[config.mk]
export PLATFORM = sky130hd
export DESIGN_NAME = dpfa_ram
export DESIGN_NICKNAME = d
export VERILOG_FILES = /design/src/sv/dpfa_pkg.sv /design/src/sv/dpfa_ram.sv
export SDC_FILE = /design/constraint.sdc
export NUM_CORES = 1
export LEC_CHECK = 0
export ABC_AREA = 1
export BUFFER_PORTS_ARGS = -buffer_cell sky130_fd_sc_hd__buf_2
export CORE_ASPECT_RATIO = 0.9
export CORE_MARGIN = 4
export CORE_UTILIZATION = 43
export CTS_CLUSTER_DIAMETER = 150
export DETAILED_ROUTE_END_ITERATION = 12
export PLACE_DENSITY = 0.72
export SETUP_SLACK_MARGIN = 0.3
export SKIP_LAST_GASP = 1
export SLEW_MARGIN = 20
export SYNTH_ARGS = -nofsm -noshare
export SYNTH_HDL_FRONTEND = slang
export SYNTH_SLANG_ARGS = --single-unit
[constraint.sdc]
create_clock -name aclk -period 1.5 [get_ports aclk]
set_input_delay 0.3 -clock aclk [delete_from_list [all_inputs] [get_ports aclk]]
set_output_delay 0.3 -clock aclk [all_outputs]
set_load 0.05 [all_outputs]
[src/sv/dpfa_pkg.sv]
`timescale 1ns / 1ps

package dpfa_pkg;

    // default sizing of the allocator
    localparam int PROCESSES_DEF = 8;
    localparam int PAGES_DEF     = 2048;
    localparam int FRAMES_DEF    = 12288;

    // running fault counter, wraps
    localparam int FAULT_W = 32;

    // controller states
    typedef enum logic [2:0] {
        ST_INIT,
        ST_IDLE,
        ST_ACC,
        ST_REL,
        ST_HOLD
    } state_t;

    // index width for a store of n entries, at least one bit
    function automatic int idx_w(input int n);
        return (n > 1) ? $clog2(n) : 1;
    endfunction

endpackage

[src/sv/dpfa_ram.sv]
`timescale 1ns / 1ps

module dpfa_ram #(
    parameter int WIDTH = 16,
    parameter int DEPTH = 16
) (
    input  logic                                 aclk,
    input  logic                                 we,
    input  logic [dpfa_pkg::idx_w(DEPTH)-1:0]    waddr,
    input  logic [WIDTH-1:0]                     wdata,
    input  logic [dpfa_pkg::idx_w(DEPTH)-1:0]    raddr,
    output logic [WIDTH-1:0]                     rdata
);

    logic [WIDTH-1:0] mem [DEPTH];
    logic [WIDTH-1:0] rdata_reg;

    always_ff @(posedge aclk) begin
        if (we) begin
            mem[waddr] <= wdata;
        end
        rdata_reg <= mem[raddr];
    end

    assign rdata = rdata_reg;

endmodule

=== Word-level counts from Yosys, hierarchy flattened ===
Memory sizes are Yosys's and may differ from the RTL's. A register that Yosys moved wholly into a read port is not among the register bits.
Cells that the tools add are included.
Widths: inputs -> output; s select.

* Multiplexer cells: 2

{| class="wikitable"
|+ Operator list
! kind !! number
|-
| $mux 1 || 2
|}

* Register bits after elaboration: 0
* Memory bits (writable): 256
* Input bits: 26
* Output and inout bits: 16
* Logic and storage cells: 3
* Memories kept: 1

{| class="wikitable"
|+ Memory list
! memory !! words !! width !! rd ports !! clocked after Yosys merged registers in !! write ports !! RTL line !! RTL
|-
| mem || 16 || 16 || 1 || 1 || 1 || dpfa_ram.sv:15 || <nowiki>logic [WIDTH-1:0] mem [DEPTH];</nowiki>
|}

=== Longest topological paths before layout ===
* Depth in word-level cells: 2
* Depth in mapped cells: 9

=== Least setup slack after synthesis ===
Ideal clock, no wire load.

* Kind: in2reg
* Start: in waddr[2] in the netlist's numbering
* End: mem mem[10][0], enable pin
* Library setup time: 388 ps
* Data arrival time: 1,211 ps
* Data required time: 1,112 ps
* Path slack: -100 ps
* Stages: 2
* Buffers on the path: 0
* Cells stage by stage: nand3b_1 > nor2_1

{| class="wikitable"
|+ RTL lines
! item !! RTL line !! RTL
|-
| start, declared || dpfa_ram.sv:9 || <nowiki>input logic [dpfa_pkg::idx_w(DEPTH)-1:0] waddr,</nowiki>
|-
| end, declared || dpfa_ram.sv:15 ||
|}

No word-level cell before the write port.

=== Final worst setup path ===
* Start: reg rdata_reg[9] (netlist: rdata[9]) (read register of mem)
* End: out rdata[9]

{| class="wikitable"
|+ RTL lines
! item !! RTL line !! RTL
|-
| start, declared || dpfa_ram.sv:16 || <nowiki>logic [WIDTH-1:0] rdata_reg;</nowiki>
|-
| end, declared || dpfa_ram.sv:12 || <nowiki>output logic [WIDTH-1:0] rdata</nowiki>
|}

No word-level cell between the ends.

==> metrics.txt <==
Fin. Hold Viols 0; worst-case clock buffer depth 3; main combinational cell family by area after synthesis simple AND/OR/NAND/NOR gates; largest net degree at the start of global routing 45; slew at the pin closest to its max-slew limit 0.365 ns; first-pass GRT wire length 40800 um; met1 wire length 10900 um; PortBufs 41; die width 179 um; antenna violations before repair 2; crit-path cells buf_8; Max-Cap Viols 0; total detailed-routing wirelength 26300 um; Fin Clk Skew 0.0130 ns; status completed; R2R depth 6; Adder-Cell Fraction of Synth Area 0; HP Start wdata[2]; mux cell area share after synthesis 0; Crit path buffers/inverters 1; vias per inst 4.97; RSZ-0062 raised after global routing true; Crit. End Element output port; Synth area leaders edfxtp_1, nand2_1, nand3_1; Fin Setup TNS 0 ns; WL met3 1990 um; most frequent cells in the layout nand2_1, edfxtp_1, inv_1, nand3_1, buf_12; Critical Path Max Stage Delay 0.37 ns; crit path launch type flip-flop; commonest non-fill, non-tap cell in the layout nand2_1; vias in the first global route 7217; share of cells above drive strength 1 0.144; FF-to-FF End rdata[3]; Antenna Violating Nets Remaining 0; clock sinks 272; metal2 WL 12800 um; Slew HR 0.756; drt wl/cell 17.4 um; Fmax 744 MHz; DIE HEIGHT 162 um; diodes inserted 0; DR pass1 iterations 4; Synth Register Bits 272; GRT overflow 0; via count 7501; fin crit period 1.34 ns; post-synthesis compound-gate area fraction 0; fin crit share 0.896; post-place setup slack 0.0380 ns; hold_buf cts 0; Starting Density 0.437; pwr dens 1190 nW/um2; Area growth, synth to finish 19.3%; Top Layer Used met5; CTS tree built; synth unique cells 13; worst vdd ir 667 uV; Core Region 26100 um2; IO Count 42; Yosys top cell by area edfxtp_1; clk slew on worst S/H paths 0.06 ns; worst r2r src mem[5][3]; r2r setup slk 0.54 ns; crit path max-delay cell type dfxtp_4; Syn. warnings 0; Hold Path Class in -> reg; kind of critical path reg -> out; # rows 56; Synthesized Nets 1100; total die area 29100 um2; GRT Total Usage 0.179; Cells on Worst Hold Path 1; Mapped Area 11400 um2; Post-route DRC 0; post-synth top area share 0.675; initial drt markers 722; Pleak 5.73 nW; Layout Nets 1167; final max-slew violation count 0; cts bufs inserted 27; worst setup slack after layout 0.157 ns; Fill cells 2190; crit path max fanout 1; HPWL Detailed 15300 um; Syn Area/Cell 10.6 um2; synthesized instance count 1074; Post-Synth Simple-Gate Area 0.204; root buf cell clkbuf_16; hold path endpoint mem[2][2]; Critical Path RT 1.20 ns; Worst Path Arrival 1.04 ns; CTS H-tree lvls 1; max FFs per register 256; # setup viols final 0; CP delay by family, top flip-flops; post-synthesis xor/xnor area fraction 0; clk_lat worst skew 0.53 ns; gp weighted congestion 0.800; sequential share of the synthesized area 0.704
[kinds of logic (layout without fill, tap and decap cells)]
family	after synthesis	in the layout
and+or+nand+nor	553	553
DFF	272	272
buffers and inverters	249	336
[power breakdown]
part	switching, mW	leakage, nW	internal, mW
clock	2.67	0.401	3.51
sequential	0.0722	2.45	8.50
combinational	0.885	2.88	0.463
[stage by stage]
step	power, mW	cells	util	hold WS [ns]	area (um2)
6_report	16.1	1509	0.521	0.150	13600
4_1_cts	16.2	1509	0.520	0.134	13600
3_5_place_dp	9.97	1460	0.483	0.637	12600
2_1_floorplan	9.47	1074	-	0.399	11500
5_1_grt	16.7	1509	0.521	0.147	13600
3_3_place_gp	9.94	1460	0.483	0.636	12600
[layout make-up]
class                   count  area, um2  share of cell area
clock inverters            16        100             0.00738
multi-input cells         553       2470               0.182
well taps                 348        435              0.0321
repair buffers             89       1080              0.0798
flip-flops and latches    272       8030               0.592
inverters                 198        744              0.0549
clock buffers              33        708              0.0522
[worst max-delay path by stage]
stage          startpoint  depth (start not counted)         end  slack [ns]
2_1_floorplan    waddr[2]                          2  mem[10][0]        0.12
3_3_place_gp     raddr[0]                          8    rdata[4]        0.08
3_5_place_dp     raddr[0]                          8    rdata[3]        0.04
4_1_cts         rdata[15]                          1   rdata[15]        0.13
5_1_grt         rdata[15]                          1   rdata[15]        0.13
6_report         rdata[9]                          1    rdata[9]        0.16
[metal layers]
metal,up-vias,global-route usage
met5,-,0
met4,4,0.0519
met3,58,0.0375
met2,272,0.306
met1,3565,0.233
li1,3602,-
[cells in the mapped netlist]
cell type,number
nand2_1,341
edfxtp_1,256
inv_1,196
nand3_1,193
buf_2,19
buf_4,18
nor2_1,17
dfxtp_1,16
clkbuf_1,10
buf_6,3
inv_2,2
nand3b_1,2
buf_1,1
[timing repair]
item,in CTS,in global routing
buffers inserted,0,0
resized for setup,61,3
cloned,0,0
setup endpoints to repair,16,16
No activity file was read; power rests on OpenSTA's default activity.
